## config.mk

```make
export PLATFORM = sky130hd
export DESIGN_NAME = wav_stream_header_parser
export DESIGN_NICKNAME = d
export VERILOG_FILES = /design/src/rtl/core/wsp_pkg.sv /design/src/rtl/core/wav_stream_header_parser.sv /design/src/rtl/core/wsp_in_stage.sv /design/src/rtl/core/wsp_parse_core.sv /design/src/rtl/core/wsp_out_stage.sv
export SDC_FILE = /design/constraint.sdc
export NUM_CORES = 1
export LEC_CHECK = 0
export BUFFER_PORTS_ARGS = -buffer_cell sky130_fd_sc_hd__buf_2
export CAP_MARGIN = 40
export CORE_UTILIZATION = 50
export DETAILED_ROUTE_END_ITERATION = 12
export HOLD_SLACK_MARGIN = 0.12
export PLACE_DENSITY = 0.69
export SLEW_MARGIN = 25
export SYNTH_ARGS = -nofsm -noshare
export SYNTH_HDL_FRONTEND = slang
export SYNTH_SLANG_ARGS = --single-unit
```

## constraint.sdc

```tcl
create_clock -name clk -period 12.8 [get_ports clk]
set_clock_uncertainty 0.05 [all_clocks]
set_input_delay 0.64 -clock clk [delete_from_list [all_inputs] [get_ports clk]]
set_output_delay 0.64 -clock clk [all_outputs]
set_load 0.02 [all_outputs]
```

## src/rtl/core/wsp_pkg.sv

```systemverilog
// shared types and constants for the wav stream header parser
// holds the byte and result word structs, parse phase enum and tag values
`timescale 1ns / 1ps

package wsp_pkg;

  localparam logic [31:0] TAG_RIFF = 32'h4646_4952;
  localparam logic [31:0] TAG_WAVE = 32'h4556_4157;
  localparam logic [31:0] TAG_JUNK = 32'h4b4e_554a;
  localparam logic [31:0] TAG_FMT  = 32'h2074_6d66;
  localparam logic [31:0] TAG_DATA = 32'h6174_6164;

  localparam logic [31:0] FMT_BODY_LEN    = 32'd16;
  localparam logic [3:0]  FMT_BODY_LAST   = 4'd15;
  localparam logic [3:0]  FMT_FORMAT_POS  = 4'd1;
  localparam logic [3:0]  FMT_CHANNEL_POS = 4'd3;
  localparam logic [3:0]  FMT_RATE_POS    = 4'd7;
  localparam logic [15:0] PCM_BITS        = 16'd16;

  typedef enum logic [3:0] {
    PH_RIFF, PH_RSIZE, PH_WAVE, PH_ID1, PH_JSIZE, PH_JSKIP, PH_ID2, PH_FSIZE,
    PH_FBODY, PH_FSKIP, PH_CID, PH_CSIZE, PH_CSKIP, PH_DSIZE, PH_DATA, PH_WAIT
  } wsp_phase_t;

  typedef enum logic [1:0] {
    KIND_DATA   = 2'd0,
    KIND_FORMAT = 2'd1,
    KIND_ERROR  = 2'd2
  } wsp_kind_t;

  typedef enum logic [2:0] {
    ERR_BAD_RIFF  = 3'd0,
    ERR_BAD_WAVE  = 3'd1,
    ERR_BAD_FMT   = 3'd2,
    ERR_NOT_16BIT = 3'd3,
    ERR_TRUNCATED = 3'd4
  } wsp_error_t;

  typedef struct packed {
    logic [7:0] in_byte;
    logic       end_of_file;
  } wsp_in_t;

  typedef struct packed {
    logic [1:0]  kind;
    logic [7:0]  data_byte;
    logic [31:0] samp_rate;
    logic [15:0] chan_count;
    logic [15:0] audio_format_code;
    logic [31:0] data_length;
    logic [2:0]  error_code;
    logic        last;
  } wsp_out_t;

  typedef struct packed {
    logic     valid;
    wsp_out_t item;
  } wsp_step_t;

endpackage

```

## src/rtl/core/wav_stream_header_parser.sv

```systemverilog
// Top level of the wav stream header parser.
// Input channel: one file byte per word (byte_valid / byte_stall / byte_word),
// with end_of_file set on the final byte of each file.
// Output channel: result words (result_valid / result_stall / result_word):
// one format-info word once the data chunk size is in, then one word per PCM
// byte (an odd trailing byte is dropped), or a single error word on any
// failure, including a file that ends early. last marks the final word of a file.
// Throughput: one byte per cycle while result_stall is low, set by the single parse stage
// between the input register and the result register.
// A byte accepted into the input register is parsed there, and its result word is
// then captured in the result register, which drives result_valid and result_word.
// Bytes that give no result (tags, sizes, skipped chunks) leave the output idle.
// Reset: synchronous, clears the full and valid flags of both stage registers and returns the parser to
// expecting a RIFF tag; end_of_file does the same for the parse state.
// Stall: while result_stall holds a waiting word, the parse stage freezes and
// byte_stall rises once the input register is also full; nothing is lost.
// depends on wsp_pkg, wsp_in_stage, wsp_parse_core, wsp_out_stage
`timescale 1ns / 1ps

module wav_stream_header_parser (
  input  logic              clk,
  input  logic              rst,
  input  logic              byte_valid,
  output logic              byte_stall,
  input  wsp_pkg::wsp_in_t  byte_word,
  output logic              result_valid,
  input  logic              result_stall,
  output wsp_pkg::wsp_out_t result_word
);
  import wsp_pkg::*;

  logic      in_full;
  logic      advance;
  wsp_in_t   held;
  wsp_step_t step_result;

  // parse a held byte whenever the result register is free or draining
  assign advance = in_full && (!result_valid || !result_stall);

  wsp_in_stage u_in (
    .clk        (clk),
    .rst        (rst),
    .byte_valid (byte_valid),
    .byte_stall (byte_stall),
    .byte_word  (byte_word),
    .advance    (advance),
    .full       (in_full),
    .held       (held)
  );

  wsp_parse_core u_core (
    .clk    (clk),
    .rst    (rst),
    .step   (advance),
    .word   (held),
    .result (step_result)
  );

  wsp_out_stage u_out (
    .clk          (clk),
    .rst          (rst),
    .load         (advance),
    .step_result  (step_result),
    .result_valid (result_valid),
    .result_stall (result_stall),
    .result_word  (result_word)
  );

endmodule

```

## src/rtl/core/wsp_in_stage.sv

```systemverilog
// input register for the file byte stream
// depends on wsp_pkg for the byte word struct
`timescale 1ns / 1ps

module wsp_in_stage (
  input  logic             clk,
  input  logic             rst,
  input  logic             byte_valid,
  output logic             byte_stall,
  input  wsp_pkg::wsp_in_t byte_word,
  input  logic             advance,
  output logic             full,
  output wsp_pkg::wsp_in_t held
);
  import wsp_pkg::*;

  // holding register frees up in the same cycle it is consumed
  assign byte_stall = full && !advance;

  always_ff @(posedge clk) begin
    if (rst) begin
      full <= 1'b0;
    end else if (!byte_stall) begin
      full <= byte_valid;
    end
  end

  always_ff @(posedge clk) begin
    if (!byte_stall && byte_valid) begin
      held <= byte_word;
    end
  end

endmodule

```

## src/rtl/core/wsp_parse_core.sv

```systemverilog
// parse state machine: tag checks, chunk skipping, fmt capture and data pass-through
// depends on wsp_pkg for phase enum, tags and word structs
`timescale 1ns / 1ps

module wsp_parse_core (
  input  logic              clk,
  input  logic              rst,
  input  logic              step,
  input  wsp_pkg::wsp_in_t  word,
  output wsp_pkg::wsp_step_t result
);
  import wsp_pkg::*;

  wsp_phase_t  phase, phase_next, phase_body;
  logic [31:0] field_shift, field_shift_next;
  logic [3:0]  byte_position, byte_position_next;
  logic [31:0] skip_remaining, skip_remaining_next;
  logic [31:0] fmt_chunk_size, fmt_chunk_size_next;
  logic [31:0] held_sample_rate, held_sample_rate_next;
  logic [15:0] held_channels, held_channels_next;
  logic [15:0] held_format, held_format_next;
  logic [31:0] data_left, data_left_next;

  logic [31:0] shift_new;
  logic        shifting;
  logic        gather_done;
  logic        bits_bad;
  logic        fmt_has_tail;
  logic        data_odd;
  wsp_out_t    blank;

  assign shift_new    = {word.in_byte, field_shift[31:8]};
  assign shifting     = !(phase inside {PH_WAIT, PH_JSKIP, PH_FSKIP, PH_CSKIP, PH_DATA});
  assign gather_done  = (byte_position[1:0] == 2'd3);
  assign bits_bad     = (shift_new[31:16] != PCM_BITS);
  assign fmt_has_tail = (fmt_chunk_size > FMT_BODY_LEN);
  assign data_odd     = byte_position[0];
  assign blank        = '0;

  // next phase before the end-of-file override
  always_comb begin
    phase_body = phase;
    case (phase)
      PH_RIFF:  if (gather_done) phase_body = (shift_new == TAG_RIFF) ? PH_RSIZE : PH_WAIT;
      PH_RSIZE: if (gather_done) phase_body = PH_WAVE;
      PH_WAVE:  if (gather_done) phase_body = (shift_new == TAG_WAVE) ? PH_ID1 : PH_WAIT;
      PH_ID1: begin
        if (gather_done) begin
          if (shift_new == TAG_FMT) phase_body = PH_FSIZE;
          else if (shift_new == TAG_JUNK) phase_body = PH_JSIZE;
          else phase_body = PH_WAIT;
        end
      end
      PH_JSIZE: if (gather_done) phase_body = (shift_new != '0) ? PH_JSKIP : PH_ID2;
      PH_JSKIP: if (skip_remaining == 32'd1) phase_body = PH_ID2;
      PH_ID2:   if (gather_done) phase_body = (shift_new == TAG_FMT) ? PH_FSIZE : PH_WAIT;
      PH_FSIZE: if (gather_done) phase_body = PH_FBODY;
      PH_FBODY: begin
        if (byte_position == FMT_BODY_LAST) begin
          if (bits_bad) phase_body = PH_WAIT;
          else phase_body = fmt_has_tail ? PH_FSKIP : PH_CID;
        end
      end
      PH_FSKIP: if (skip_remaining == 32'd1) phase_body = PH_CID;
      PH_CID:   if (gather_done) phase_body = (shift_new == TAG_DATA) ? PH_DSIZE : PH_CSIZE;
      PH_CSIZE: if (gather_done) phase_body = (shift_new != '0) ? PH_CSKIP : PH_CID;
      PH_CSKIP: if (skip_remaining == 32'd1) phase_body = PH_CID;
      PH_DSIZE: if (gather_done) phase_body = (shift_new != '0) ? PH_DATA : PH_WAIT;
      PH_DATA:  if (data_left == 32'd1) phase_body = PH_WAIT;
      default:  phase_body = phase;
    endcase
    phase_next = word.end_of_file ? PH_RIFF : phase_body;
  end

  // datapath updates and the result word
  always_comb begin
    field_shift_next      = shifting ? shift_new : field_shift;
    byte_position_next    = byte_position;
    skip_remaining_next   = skip_remaining;
    fmt_chunk_size_next   = fmt_chunk_size;
    held_sample_rate_next = held_sample_rate;
    held_channels_next    = held_channels;
    held_format_next      = held_format;
    data_left_next        = data_left;
    result                = '0;

    case (phase)
      PH_RIFF, PH_RSIZE, PH_WAVE, PH_ID1, PH_ID2, PH_CID: begin
        byte_position_next = gather_done ? 4'd0 : byte_position + 4'd1;
      end
      PH_JSIZE, PH_CSIZE: begin
        byte_position_next = gather_done ? 4'd0 : byte_position + 4'd1;
        if (gather_done) skip_remaining_next = shift_new;
      end
      PH_FSIZE: begin
        byte_position_next = gather_done ? 4'd0 : byte_position + 4'd1;
        if (gather_done) fmt_chunk_size_next = shift_new;
      end
      PH_JSKIP, PH_FSKIP, PH_CSKIP: begin
        skip_remaining_next = skip_remaining - 32'd1;
      end
      PH_FBODY: begin
        byte_position_next = byte_position + 4'd1;
        if (byte_position == FMT_FORMAT_POS) held_format_next = shift_new[31:16];
        if (byte_position == FMT_CHANNEL_POS) held_channels_next = shift_new[31:16];
        if (byte_position == FMT_RATE_POS) held_sample_rate_next = shift_new;
        if (byte_position == FMT_BODY_LAST) begin
          skip_remaining_next = fmt_has_tail ? fmt_chunk_size - FMT_BODY_LEN : '0;
        end
      end
      PH_DSIZE: begin
        byte_position_next = gather_done ? 4'd0 : byte_position + 4'd1;
        if (gather_done) data_left_next = shift_new;
      end
      PH_DATA: begin
        byte_position_next = byte_position + 4'd1;
        data_left_next     = data_left - 32'd1;
      end
      default: begin
      end
    endcase

    // result word for this byte
    result.item = blank;
    case (phase)
      PH_RIFF, PH_WAVE, PH_ID1, PH_ID2: begin
        if (gather_done && phase_body == PH_WAIT) begin
          result.valid           = 1'b1;
          result.item.kind       = KIND_ERROR;
          result.item.last       = 1'b1;
          if (phase == PH_RIFF) result.item.error_code = ERR_BAD_RIFF;
          else if (phase == PH_WAVE) result.item.error_code = ERR_BAD_WAVE;
          else result.item.error_code = ERR_BAD_FMT;
        end
      end
      PH_FBODY: begin
        if (byte_position == FMT_BODY_LAST && bits_bad) begin
          result.valid           = 1'b1;
          result.item.kind       = KIND_ERROR;
          result.item.error_code = ERR_NOT_16BIT;
          result.item.last       = 1'b1;
        end
      end
      PH_DSIZE: begin
        if (gather_done) begin
          result.valid                  = 1'b1;
          result.item.kind              = KIND_FORMAT;
          result.item.samp_rate         = held_sample_rate;
          result.item.chan_count        = held_channels;
          result.item.audio_format_code = held_format;
          result.item.data_length       = shift_new;
          result.item.last              = (shift_new < 32'd2);
        end
      end
      PH_DATA: begin
        // an unpaired final byte is dropped
        if (!(data_left == 32'd1 && !data_odd)) begin
          result.valid          = 1'b1;
          result.item.kind      = KIND_DATA;
          result.item.data_byte = word.in_byte;
          result.item.last      = data_odd && (data_left <= 32'd2);
        end
      end
      default: begin
      end
    endcase

    if (word.end_of_file) begin
      if (phase_body != PH_WAIT) begin
        result.valid           = 1'b1;
        result.item            = blank;
        result.item.kind       = KIND_ERROR;
        result.item.error_code = ERR_TRUNCATED;
        result.item.last       = 1'b1;
      end
      field_shift_next      = '0;
      byte_position_next    = '0;
      skip_remaining_next   = '0;
      fmt_chunk_size_next   = '0;
      held_sample_rate_next = '0;
      held_channels_next    = '0;
      held_format_next      = '0;
      data_left_next        = '0;
    end
  end

  always_ff @(posedge clk) begin
    if (rst) begin
      phase            <= PH_RIFF;
      field_shift      <= '0;
      byte_position    <= '0;
      skip_remaining   <= '0;
      fmt_chunk_size   <= '0;
      held_sample_rate <= '0;
      held_channels    <= '0;
      held_format      <= '0;
      data_left        <= '0;
    end else if (step) begin
      phase            <= phase_next;
      field_shift      <= field_shift_next;
      byte_position    <= byte_position_next;
      skip_remaining   <= skip_remaining_next;
      fmt_chunk_size   <= fmt_chunk_size_next;
      held_sample_rate <= held_sample_rate_next;
      held_channels    <= held_channels_next;
      held_format      <= held_format_next;
      data_left        <= data_left_next;
    end
  end

endmodule

```

## src/rtl/core/wsp_out_stage.sv

```systemverilog
// result register toward the downstream receiver
// depends on wsp_pkg for the result word structs
`timescale 1ns / 1ps

module wsp_out_stage (
  input  logic               clk,
  input  logic               rst,
  input  logic               load,
  input  wsp_pkg::wsp_step_t step_result,
  output logic               result_valid,
  input  logic               result_stall,
  output wsp_pkg::wsp_out_t  result_word
);
  import wsp_pkg::*;

  always_ff @(posedge clk) begin
    if (rst) begin
      result_valid <= 1'b0;
    end else if (load) begin
      result_valid <= step_result.valid;
    end else if (!result_stall) begin
      result_valid <= 1'b0;
    end
  end

  always_ff @(posedge clk) begin
    if (load && step_result.valid) begin
      result_word <= step_result.item;
    end
  end

endmodule
```

# [After elaboration in Yosys (flattened, before gate mapping)]
# Index checks and enable logic that the tools add are counted.
[op_classes] addsub=4 n_lt_le_gt_ge=3 eq_ne=35 muxes=70 reduce_logical=40
[ops] op="$mux 32" count=12
[ops] op="$mux 111" count=2
[ops] op="$mux 96" count=2
[ops] op="$eq 32x31->1 const B" count=4
[ops] op="$mux 16" count=6
[ops] op="$mux 4" count=24
[ops] op="$pmux 32 s3" count=1
[ops] op="$eq 32x1->1 const B" count=2
[ops] op="$pmux 32 s2" count=1
[ops] op="$sub 32x1->32 const B" count=2
[ops] op="$pmux 4 s14" count=1
[ops] op="$eq 4x4->1 const B" count=10
[ops] op="$eq 32x30->1 const B" count=1
[ops] op="$gt 32x5->1 const B" count=1
[ops] op="$le 32x2->1 const B" count=1
[ops] op="$lt 32x2->1 const B" count=1
[ops] op="$reduce_bool 32->1" count=1
[ops] op="$sub 32x5->32 const B" count=1
[ops] op="$eq 4x3->1 const B" count=5
[ops] op="$mux 3" count=6
[ops] op="$ne 16x5->1 const B" count=1
[ops] op="$reduce_and 3->1" count=5
[ops] op="$eq 4x2->1 const B" count=3
[ops] op="$pmux 3 s4" count=1
[ops] op="28 further kinds" count=58
[totals] reg_bits=321 inputBits=13 out_inout_bits=112 elab_cells=173

# [Depth between registers and ports, before layout]
# Gate-level depths: netlist of run 1.
[depth] word_depth=12 depth_mapped=12 mapped_depth_nobuf=10

# [Modules after synthesis]
# A second synthesis of run 1 with hierarchy kept.
[unflattened] cells_unflattened=1766 area_unflattened_um2=15279.7
[modules_own_cells] module="wsp_parse_core" n_inst=1 cells_per_inst=1637 area_per_inst_um2=11604.9 seq_area_each_um2=3843.7
[modules_own_cells] module="wsp_out_stage" n_inst=1 cells_per_inst=115 area_per_inst_um2=3343.2 seq_area_each_um2=3323.2
[modules_own_cells] module="wsp_in_stage" n_inst=1 cells_per_inst=13 area_per_inst_um2=320.3 seq_area_each_um2=290.3
[modules_own_cells] module="wav_stream_header_parser" n_inst=1 cells_per_inst=1 area_per_inst_um2=11.3 seq_area_each_um2=0.0

# [Worst setup path after synthesis of run 1]
# Ideal clock, no wire load.
[synth_path] path_type="register to register" startpoint="reg u_core.skip_remaining[8]" endpoint="reg u_out.result_word[0] (netlist name)" setup_ns=0.644 arrival_ns=7.799 required_ns=12.106 slack_ns=4.306 stages_incl_launch_ff=10 n_path_buf=1 period_less_slack_ns=8.494 cell_sequence="dfxtp_1 > or4_1 > nand2b_1 > clkbuf_1 > nor4_1 > a31oi_1 > o32ai_1 > a211o_1 > a21oi_1 > a31oi_1"
[synth_between] elab_chain_cells=10 word_cells_on_any_way=12 cone_classes="eq/ne (3); mux (7); reduce/logical (2)"
[synth_rtl] element="from (decl)" line="wsp_parse_core.sv:17" rtl="logic [31:0] skip_remaining, skip_remaining_next;"
[synth_rtl] element="from (signal assigned)" line="wsp_parse_core.sv:202" rtl="skip_remaining <= skip_remaining_next;"
[synth_rtl] element="$eq 32x1->1 *" line="wsp_parse_core.sv:55, wsp_parse_core.sv:64, wsp_parse_core.sv:67"
[synth_rtl] element="$mux 4, on equally long branches" line="wsp_parse_core.sv:64, wsp_parse_core.sv:67, wsp_parse_core.sv:55"
[synth_rtl] element="$pmux 4 s14 *" line="wsp_parse_core.sv:43" rtl="case (phase)"
[synth_rtl] element="$eq 4x4->1" line="wsp_parse_core.sv:127" rtl="if (gather_done && phase_body == PH_WAIT) begin"
[synth_rtl] element="$logic_and 1x1->1" line="wsp_parse_core.sv:127"
[synth_rtl] element="$mux 3" line="wsp_parse_core.sv:127"
[synth_rtl] element="$pmux 3 s4" line="wsp_parse_core.sv:125" rtl="case (phase)"
[synth_rtl] element="$mux 111" line="wsp_parse_core.sv:169" rtl="if (phase_body != PH_WAIT) begin"
[synth_rtl] element="$mux 111 *" line="wsp_parse_core.sv:168" rtl="if (word.end_of_file) begin"
[synth_rtl] element="$logic_and 1x1->1 *" line="wsp_out_stage.sv:27" rtl="if (load && step_result.valid) begin"
# Every way passes the cells marked *; elsewhere a longest branch is shown, timed or not.
# A chain may end at the register's enable or synchronous reset.

# [Worst setup path after layout of run 1]
[layout_path] startpoint="reg u_core.skip_remaining[8]" endpoint="reg u_out.result_word[53] (netlist name)"
[layout_between] elab_chain_cells=10 word_cells_on_any_way=12 cone_classes="eq/ne (3); mux (7); reduce/logical (2)"
[layout_rtl] element="$eq 32x1->1 *" line="wsp_parse_core.sv:55, wsp_parse_core.sv:64, wsp_parse_core.sv:67"
[layout_rtl] element="$mux 4, on equally long branches" line="wsp_parse_core.sv:64, wsp_parse_core.sv:67, wsp_parse_core.sv:55"
[layout_rtl] element="$pmux 4 s14 *" line="wsp_parse_core.sv:43"
[layout_rtl] element="$eq 4x4->1" line="wsp_parse_core.sv:127"
[layout_rtl] element="$logic_and 1x1->1" line="wsp_parse_core.sv:127"
[layout_rtl] element="$mux 3" line="wsp_parse_core.sv:127"
[layout_rtl] element="$pmux 3 s4" line="wsp_parse_core.sv:125"
[layout_rtl] element="$mux 111" line="wsp_parse_core.sv:169"
[layout_rtl] element="$mux 111 *" line="wsp_parse_core.sv:168"
[layout_rtl] element="$logic_and 1x1->1 *" line="wsp_out_stage.sv:27"
# Marked as above.

==> results of run 1 <==
## metal layers
layer | global-route usage, % | share of wire, % | vias up
met2 | 43.8 | 44 | 535
met4 | 9.78 | 3.0 | 0
met1 | 40.7 | 44 | 6143
li1 | - | - | 6117
met5 | 0 | 0 | -
met3 | 6.07 | 8.5 | 87
## worst max path at each step
stage	slack, ns	startpoint	end	cells after the start
4_1_cts	7.85	u_core.skip_remaining[8]	u_out.result_word[53]	11
3_3_place_gp	7.57	u_core.skip_remaining[8]	u_out.result_word[75]	9
3_5_place_dp	7.85	u_core.skip_remaining[8]	u_out.result_word[87]	11
5_1_grt	7.50	u_core.byte_position[0]	u_out.result_word[54]	12
6_report	7.87	u_core.skip_remaining[8]	u_out.result_word[53]	11
2_1_floorplan	4.31	u_core.skip_remaining[8]	u_out.result_word[0]	9
## registers in the layout (all words and copies together) (netlist names)
signal / flops
u_core.byte_position: 4
u_core.data_left: 32
u_core.field_shift: 24
u_core.fmt_chunk_size: 32
u_core.held_channels: 16
u_core.held_format: 16
u_core.held_sample_rate: 32
u_core.phase: 4
u_core.skip_remaining: 32
u_in.full: 1
u_in.held: 9
u_out.result_valid: 1
u_out.result_word: 110
## critical path, delay by kind of cell, from the launching register on
| kind | cells | cell delay [ns] |
|---|---|---|
| AOI/OAI and AO/OA | 5 | 1.58 |
| and+or+nand+nor | 3 | 1.63 |
| buffers and inverters | 3 | 0.97 |
| DFF | 1 | 0.36 |
## kinds of logic after synthesis
logic type                 count (synthesis)  share of synthesized area [%]
and+or+nand+nor                          798                           26.6
buffers and inverters                    140                           3.70
xor gates and xnor gates                  50                           2.93
AOI/OAI and AO/OA                        349                           13.6
adders and majority gates                 10                          0.837
DFF                                      313                           49.9
muxes                                     36                           2.43
## power by group through the flow
stage | combinational (mW) | sequential [mW] | clock, mW
5_1_grt | 0.106 | 1.06 | 1.02
4_1_cts | 0.0971 | 1.06 | 0.976
3_3_place_gp | 0.0936 | 1.08 | 0
3_5_place_dp | 0.0967 | 1.08 | 0
6_report | 0.0992 | 1.06 | 0.962
2_1_floorplan | 0.0565 | 1.08 | 0
## through the flow
| stage | setup WS (ns) | cell area, µm² |
|---|---|---|
| finish | 7.87 | 17000 |
| CTS | 7.85 | 17000 |
| floorplan | 4.31 | 14900 |
| detailed placement | 7.85 | 15900 |
| global placement | 7.57 | 15800 |
| global route | 7.50 | 17000 |
## layout make-up
cell class / count / area [µm²] / area share, %
clock buffer: 52 / 968 / 5.68
clock inverter: 10 / 126 / 0.742
inverter: 19 / 71.3 / 0.419
multi-input combinational: 1243 / 6970 / 40.9
sequential: 313 / 7460 / 43.8
tap: 384 / 480 / 2.82
timing repair buffer: 158 / 961 / 5.64
## cell usage after synthesis, types with 36 or more instances
| master | instances |
|---|---|
| nor2_1 | 167 |
| clkbuf_1 | 109 |
| dfxtp_1 | 194 |
| nor3_1 | 44 |
| edfxtp_1 | 119 |
| nand2_1 | 268 |
| o21ai_0 | 68 |
| nor4_1 | 37 |
| a21oi_1 | 176 |
| nor2b_1 | 36 |
| nand3_1 | 40 |
| and2_1 | 107 |
==> results.sh, run 1 <==
export IMPL_leakage_nw=6.35
export IMPL_hpwlAfterDp_um=29000
export IMPL_drc_errors=0
export IMPL_status="complete, no violations"
export IMPL_n_antenna_cell=0
export IMPL_cts_setup_buffers=0
export IMPL_seq_area_frac_synth_pct=49.9
export IMPL_first_pass_iters=6
export IMPL_ctsHoldBuffers=0
export IMPL_whs_endpoint="u_in.held[5]"
export IMPL_syn_num_nets=1719
export IMPL_synth_cell_area_mm2=0.0149
export IMPL_cts_tree="built"
export IMPL_start_util_pct=51.5
export IMPL_p_seq_share_pct=49.9
export IMPL_hold_path_class="in2reg"
export IMPL_reg2reg_to="u_out.result_word[53]"
export IMPL_drive_gt1_share_pct=12.8
export IMPL_syn_to_final_growth_pct=14.0
export IMPL_layoutNonFillerInstCount=2179
export IMPL_grt_ovfl_total=0
export IMPL_via_per_inst=5.91
export IMPL_rrSetupSlack_ns=7.87
export IMPL_cts_root_buf="clkbuf_16"
export IMPL_clkTransAtPathRegs_ns=0.06
export IMPL_grt_pass1_wl_um=68300
export IMPL_rsz0062_at_grt="no"
export IMPL_whs_path_depth=1
export IMPL_synth_edf_count=119
export IMPL_hold_violations=0
export IMPL_start_kind="flip-flop"
export IMPL_finalPower_mw=2.12
export IMPL_max_freq_ghz=0.203
export IMPL_insertion_delay_ns=0.52
export IMPL_die_w_um=175
export IMPL_rows=62
export IMPL_internal_power_mw=1.64
export IMPL_die_h_um=175
export IMPL_fillerInstances=2580
export IMPL_final_cell_mix="nand2_1 (268), dfxtp_1 (194), a21oi_1 (175)"
export IMPL_syn_inst=1696
export IMPL_post_route_util_pct=58.7
export IMPL_synth_async_sr_flop_share_pct=0
export IMPL_ir_worst_vdd_mv=0.0751
export IMPL_path_max_fanout=42
export IMPL_wl_per_cell_um=20.5
export IMPL_slew_headroom_pct=40.8
export IMPL_drv_slew=0
export IMPL_grt_max_degree=109
export IMPL_grt_pass1_vias=11700
export IMPL_ys_types=69
export IMPL_ys_top_cells_by_area="dfxtp_1 (26%), edfxtp_1 (24%), nand2_1 (6.7%)"
export IMPL_synth_warnings=0
export IMPL_fin_crit_sh_pct=38.5
export IMPL_post_place_cells=2111
export IMPL_pin_count=125
export IMPL_ys_ff_latch=313
export IMPL_p_sw_mw=0.480
export IMPL_num_vias=12900
export IMPL_setup_viol=0
export IMPL_drtIter0Drc=1462
export IMPL_clock_sinks=313
export IMPL_crit_slowest_cell="nor4_1"
export IMPL_finalSetupTns_ns=0
export IMPL_dieArea_mm2=0.0306
export IMPL_powerDensity_mw_per_mm2=124
export IMPL_r2r_start="u_core.skip_remaining[8]"
export IMPL_gp_congestion=0.909
export IMPL_port_buffers=124
export IMPL_p_clk_share_pct=45.4
export IMPL_layout_commonest_cell="nand2_1"
export IMPL_cts_made_buffers=34
export IMPL_grt_util_all_layers_pct=28.8
export IMPL_coreArea_mm2=0.0290
export IMPL_crit_chain="or4_1 -> nand2b_1 -> nor4_1 -> a31oi_1 -> o32ai_1 -> a211o_1 -> a21oi_1 -> a31oi_4 -> buf_16 -> buf_4 -> buf_12"
export IMPL_cpPeakStageDelay_ns=0.71
export IMPL_hold_start="byte_word[5]"
export IMPL_cts_htree_levels=2
export IMPL_cts_resized=0
export IMPL_finalCriticalPeriod_ns=4.93
export IMPL_avgSynthCellArea_um2=8.81
export IMPL_pwr_share_comb_pct=4.7
export IMPL_antenna_found_initial=0
export IMPL_swShare_pct=22.7
export IMPL_detail_route_antenna_nets=0
export IMPL_cts_buffer_depth=3
export IMPL_synth_main_ff_cell="dfxtp_1"
export IMPL_cap_violations=0
export IMPL_yosysTopAreaCellShare_pct=26.0
export IMPL_synth_top_area_cell="dfxtp_1"
export IMPL_cp_required_ns=12.95
export IMPL_reg2reg_depth=11
export IMPL_crit_type="reg2reg"
export IMPL_worst_pin_slew_ns=0.880
export IMPL_cp_arrival_ns=5.09
export IMPL_nets=1792
export IMPL_whs_ns=0.249
export IMPL_endpoint_kind="flip-flop"
export IMPL_wl_um=44600
Power figures use the tool's default switching activity.
==> inputs of run 2 (changes only) <==
==> constraint.sdc (replaced) <==
create_clock -name clk -period 5.15 [get_ports clk]
set_clock_uncertainty 0.05 [all_clocks]
set_input_delay 0.2575 -clock clk [delete_from_list [all_inputs] [get_ports clk]]
set_output_delay 0.2575 -clock clk [all_outputs]
set_load 0.02 [all_outputs]
==> run 2 against run 1 <==
Against the previous run:
- power increased by 150%
- largest power group unchanged
- first-iteration DRC count increased by 6.4%
- highest routed layer unchanged
- critical endpoint is now u_out.result_word[74]
- wire length decreased by 0.61%
==> results.sh, run 2 (same netlist as run 1, synthesis figures left out) <==
export IMPL_drtIter0Drc=1556
export IMPL_drc_errors=0
export IMPL_cp_required_ns=5.34
export IMPL_grt_pass1_vias=11700
export IMPL_nets=1806
export IMPL_grt_util_all_layers_pct=28.3
export IMPL_status="complete, no violations"
export IMPL_final_area_mm2=0.0171
export IMPL_die_w_um=175
export IMPL_grt_pass1_wl_um=67900
export IMPL_finalCriticalPeriod_ns=4.36
export IMPL_hold_violations=0
export IMPL_port_buffers=124
export IMPL_wl_per_cell_um=20.2
export IMPL_rrSetupSlack_ns=0.79
export IMPL_num_vias=12900
export IMPL_cts_setup_buffers=0
export IMPL_crit_chain="or4_1 -> nand2b_1 -> nor4_1 -> a31oi_1 -> o32ai_1 -> a211o_1 -> a21oi_1 -> a31oi_4 -> buf_12"
export IMPL_cts_root_buf="clkbuf_16"
export IMPL_n_antenna_cell=0
export IMPL_ctsHoldBuffers=14
export IMPL_grt_ovfl_total=0
export IMPL_fin_crit_sh_pct=84.7
export IMPL_rsz0062_at_grt="no"
export IMPL_path_max_fanout=51
export IMPL_endpoint_kind="flip-flop"
export IMPL_grt_max_degree=96
export IMPL_cpPeakStageDelay_ns=0.70
export IMPL_top_register="u_out.result_word"
export IMPL_powerDensity_mw_per_mm2=303
export IMPL_crit_slowest_cell="nor4_1"
export IMPL_fillerInstances=2560
export IMPL_cts_tree="built"
export IMPL_reg2reg_to="u_out.result_word[74]"
export IMPL_gp_congestion=0.956
export IMPL_cts_resized=0
export IMPL_start_util_pct=51.5
export IMPL_final_cell_mix="nand2_1 (268), dfxtp_1 (194), a21oi_1 (175)"
export IMPL_syn_to_final_growth_pct=14.8
export IMPL_wl_um=44300
export IMPL_drv_slew=0
export IMPL_start_kind="flip-flop"
export IMPL_first_pass_iters=6
export IMPL_die_h_um=175
export IMPL_cts_made_buffers=31
export IMPL_via_per_inst=5.90
export IMPL_cts_buffer_depth=3
export IMPL_crit_type="reg2reg"
export IMPL_slew_headroom_pct=39.4
export IMPL_coreArea_mm2=0.0290
export IMPL_pin_count=125
export IMPL_cp_arrival_ns=4.55
export IMPL_hpwlAfterDp_um=29100
export IMPL_worst_pin_slew_ns=0.905
export IMPL_dieArea_mm2=0.0306
export IMPL_detail_route_antenna_nets=0
export IMPL_place_area_mm2=0.0160
export IMPL_layout_commonest_cell="nand2_1"
export IMPL_finalSetupTns_ns=0
export IMPL_drive_gt1_share_pct=12.9
export IMPL_antenna_found_initial=0
export IMPL_max_freq_ghz=0.229
export IMPL_leakage_nw=6.41
export IMPL_rows=62
export IMPL_clock_sinks=313
export IMPL_r2r_start="u_core.skip_remaining[8]"
export IMPL_whs_path_depth=2
export IMPL_reg2reg_depth=9
export IMPL_insertion_delay_ns=0.57
export IMPL_ir_worst_vdd_mv=0.232
export IMPL_cap_violations=0
export IMPL_cts_htree_levels=1
export IMPL_hold_start="byte_word[4]"
export IMPL_largest_reg_flops=110
export IMPL_setup_viol=0
export IMPL_clkTransAtPathRegs_ns=0.07
export IMPL_whs_endpoint="u_in.held[4]"
export IMPL_hold_path_class="in2reg"
==> run 2: cell count changes in the layout (fill, tap and decap cells not counted), moves of 3 or more <==
cell and delta:
dlygate4sd3_1 +14, buf_4 +5, clkbuf_1 -5, clkbuf_8 -4
clkinv_2 +4, clkinvlp_4 +3
==> run 2: worst max-delay path: cells and delay by family, from the launching register on <==
family / cells / cell delay (ns)
and+or+nand+nor: 3 / 1.63
DFF: 1 / 0.36
buffers and inverters: 1 / 0.35
AOI/OAI and AO/OA: 5 / 1.62
==> run 2: stage by stage <==
step	util (%)	std cells	hold WS [ns]	setup WS [ns]	power, mW
detailed placement	55.0	2119	0.386	0.889	2.92
floorplan	-	1696	0.306	0.410	2.83
finish	59.1	2192	0.365	0.788	5.20
CTS	59.1	2191	0.343	0.872	5.23
global route	59.1	2192	0.356	0.599	5.36
global placement	54.7	2114	0.386	0.950	2.92
==> run 2: metal layers <==
metal	vias up	part of all wire [%]	wire (µm)	GRT usage (%)
li1	6159	-	-	-
met1	6103	44	19300	40.3
met2	597	45	20000	44.5
met3	71	8.8	3900	4.63
met4	0	2.4	1050	7.21
met5	-	0	0	0
==> run 2: area by class of cell <==
class / instances / area, µm² / share of cell area, %
inverters: 19 / 71.3 / 0.416
flip-flops and latches: 313 / 7460 / 43.5
well taps: 384 / 480 / 2.80
multi-input cells: 1243 / 6980 / 40.7
clock inverters: 17 / 204 / 1.19
clock buffers: 41 / 845 / 4.93
repair buffers: 175 / 1110 / 6.47
==> run 2: power breakdown <==
part	internal, mW	total [mW]	switching (mW)
Combinational	0.0777	0.254	0.176
Sequential	2.59	2.63	0.0354
Clock	1.36	2.32	0.960
==> run 2: worst max-delay path by stage <==
stage | cells after the start | slack (ns) | from | endpoint
2_1_floorplan | 9 | 0.41 | u_core.skip_remaining[8] | u_out.result_word[0]
3_3_place_gp | 9 | 0.95 | u_core.skip_remaining[8] | u_out.result_word[71]
3_5_place_dp | 9 | 0.89 | u_core.skip_remaining[8] | u_out.result_word[68]
4_1_cts | 9 | 0.87 | u_core.skip_remaining[8] | u_out.result_word[79]
5_1_grt | 9 | 0.60 | u_core.skip_remaining[8] | u_out.result_word[10]
6_report | 9 | 0.79 | u_core.skip_remaining[8] | u_out.result_word[74]
==> inputs of run 3 (changes only) <==
==> constraint.sdc (replaced) <==
create_clock -name clk -period 4.4 [get_ports clk]
set_clock_uncertainty 0.05 [all_clocks]
set_input_delay 0.22 -clock clk [delete_from_list [all_inputs] [get_ports clk]]
set_output_delay 0.22 -clock clk [all_outputs]
set_load 0.02 [all_outputs]
==> run 3 against run 2 <==
Against the previous run:
- maximum frequency up 14%
- clock power up 25%
- core utilization up 0.72 points
- cell count up 0.78%
- flip-flop and latch count unchanged
- register-to-register slack worse by 0.22 ns
- sequential share of layout area down 0.50 points
- non-clock buffer count up 11
- via count up 1.8%
- critical path type unchanged
- critical endpoint is now u_out.result_word[80]
- highest routed layer is now met5
==> results.sh, run 3 (same netlist as run 1, synthesis figures left out) <==
export IMPL_status="complete, no violations"
export IMPL_nets=1820
export IMPL_largest_reg_flops=110
export IMPL_dieArea_mm2=0.0306
export IMPL_setup_viol=0
export IMPL_cts_root_buf="clkbuf_16"
export IMPL_grt_max_degree=96
export IMPL_cts_tree="built"
export IMPL_max_freq_ghz=0.261
export IMPL_top_register="u_out.result_word"
export IMPL_gp_congestion=0.979
export IMPL_cpPeakStageDelay_ns=0.54
export IMPL_crit_family="compound AO/OA/AOI/OAI gates"
export IMPL_cp_arrival_ns=3.99
export IMPL_wl_um=45700
export IMPL_insertion_delay_ns=0.52
export IMPL_drc_errors=0
export IMPL_syn_to_final_growth_pct=16.2
export IMPL_cts_htree_levels=2
export IMPL_drv_slew=0
export IMPL_worst_pin_slew_ns=0.889
export IMPL_drive_gt1_share_pct=14.4
export IMPL_endpoint_kind="flip-flop"
export IMPL_hold_path_class="in2reg"
export IMPL_path_buf_inv=1
export IMPL_wl_per_cell_um=20.7
export IMPL_ir_worst_vdd_mv=0.352
export IMPL_final_cell_mix="nand2_1 (268), dfxtp_1 (191), a21oi_1 (174)"
export IMPL_final_area_mm2=0.0174
export IMPL_coreArea_mm2=0.0290
export IMPL_grt_pass1_wl_um=69900
export IMPL_cap_violations=0
export IMPL_clkTransAtPathRegs_ns=0.06
export IMPL_crit_slowest_cell="or4b_1"
export IMPL_antenna_found_initial=2
export IMPL_start_kind="flip-flop"
export IMPL_powerDensity_mw_per_mm2=362
export IMPL_grt_ovfl_total=0
export IMPL_via_per_inst=5.96
export IMPL_die_w_um=175
export IMPL_path_max_fanout=87
export IMPL_fin_crit_sh_pct=87.2
export IMPL_rows=62
export IMPL_drtIter0Drc=1447
export IMPL_leakage_nw=6.49
export IMPL_crit_type="reg2reg"
export IMPL_pin_count=125
export IMPL_cts_buffer_depth=3
export IMPL_die_h_um=175
export IMPL_grt_util_all_layers_pct=29.6
export IMPL_post_route_util_pct=59.8
export IMPL_clock_sinks=313
export IMPL_slew_headroom_pct=40.7
export IMPL_detail_route_antenna_nets=0
export IMPL_port_buffers=124
export IMPL_hpwlAfterDp_um=30400
export IMPL_num_vias=13200
export IMPL_layout_commonest_cell="nand2_1"
export IMPL_cp_required_ns=4.55
export IMPL_cts_made_buffers=34
export IMPL_start_util_pct=51.5
export IMPL_crit_chain="ha_1 -> nor4bb_2 -> nand3_1 -> or4b_1 -> o221ai_1 -> o32ai_1 -> a211o_1 -> a21oi_4 -> a31oi_4 -> buf_12"
export IMPL_grt_pass1_vias=12000
export IMPL_hold_violations=0
export IMPL_first_pass_iters=5
export IMPL_finalCriticalPeriod_ns=3.84
export IMPL_place_area_mm2=0.0160
export IMPL_rsz0062_at_grt="no"
-- run 3: final cells by class --
cell class / count / area [µm²]
diodes: 2 / 5.00
clock buffers: 49 / 977
clock inverters: 13 / 165
fillers: 2555 / 11700
inverters: 19 / 71.3
multi-input cells: 1243 / 7040
flip-flops and latches: 313 / 7460
well taps: 384 / 480
repair buffers: 186 / 1160
-- run 3: through the flow --
stage	hold slack (ns)	std cells	power, mW	setup slack, ns	TNS, ns
2_1_floorplan	0.269	1696	3.32	-0.0593	-6.52
3_3_place_gp	0.349	2123	3.43	0.731	0
3_5_place_dp	0.349	2128	3.43	0.648	0
4_1_cts	0.135	2202	6.32	0.628	0
5_1_grt	0.154	2207	6.47	0.352	0
6_report	0.119	2209	6.29	0.564	0
-- run 3: report_power, final --
part           internal (mW)  total [mW]  switching [mW]
logic                 0.0911       0.309           0.218
clock network           1.74        2.90            1.17
registers               3.04        3.08          0.0410
-- run 3: layer usage --
metal / vias up / track usage, % / share of wire [%]
li1: 6169 / - / -
met1: 6255 / 40.1 / 42
met2: 606 / 45.1 / 44
met3: 126 / 6.92 / 9.3
met4: 2 / 13.0 / 4.6
met5: - / 0 / 0.024
-- run 3: worst paths after layout --
| path | startpoint | endpoint | slack (ns) | cells after the start |
|---|---|---|---|---|
| hold / removal | rst | u_core.held_channels[10] | 0.12 | 2 |
| setup / recovery | u_core.byte_position[0] | u_out.result_word[80] | 0.56 | 10 |
| hold reg to reg | u_core.held_sample_rate[7] | u_core.held_sample_rate[7] | 0.40 | 2 |
| setup reg to reg | u_core.byte_position[0] | u_out.result_word[80] | 0.56 | 10 |
-- run 3: timing repair --
item,4_1_cts,5_1_grt
buffers inserted,0,0
hold buffers,12,0
endpoints found under the hold margin,11,0
endpoints found under the setup margin,0,0
gates resized for setup,0,0
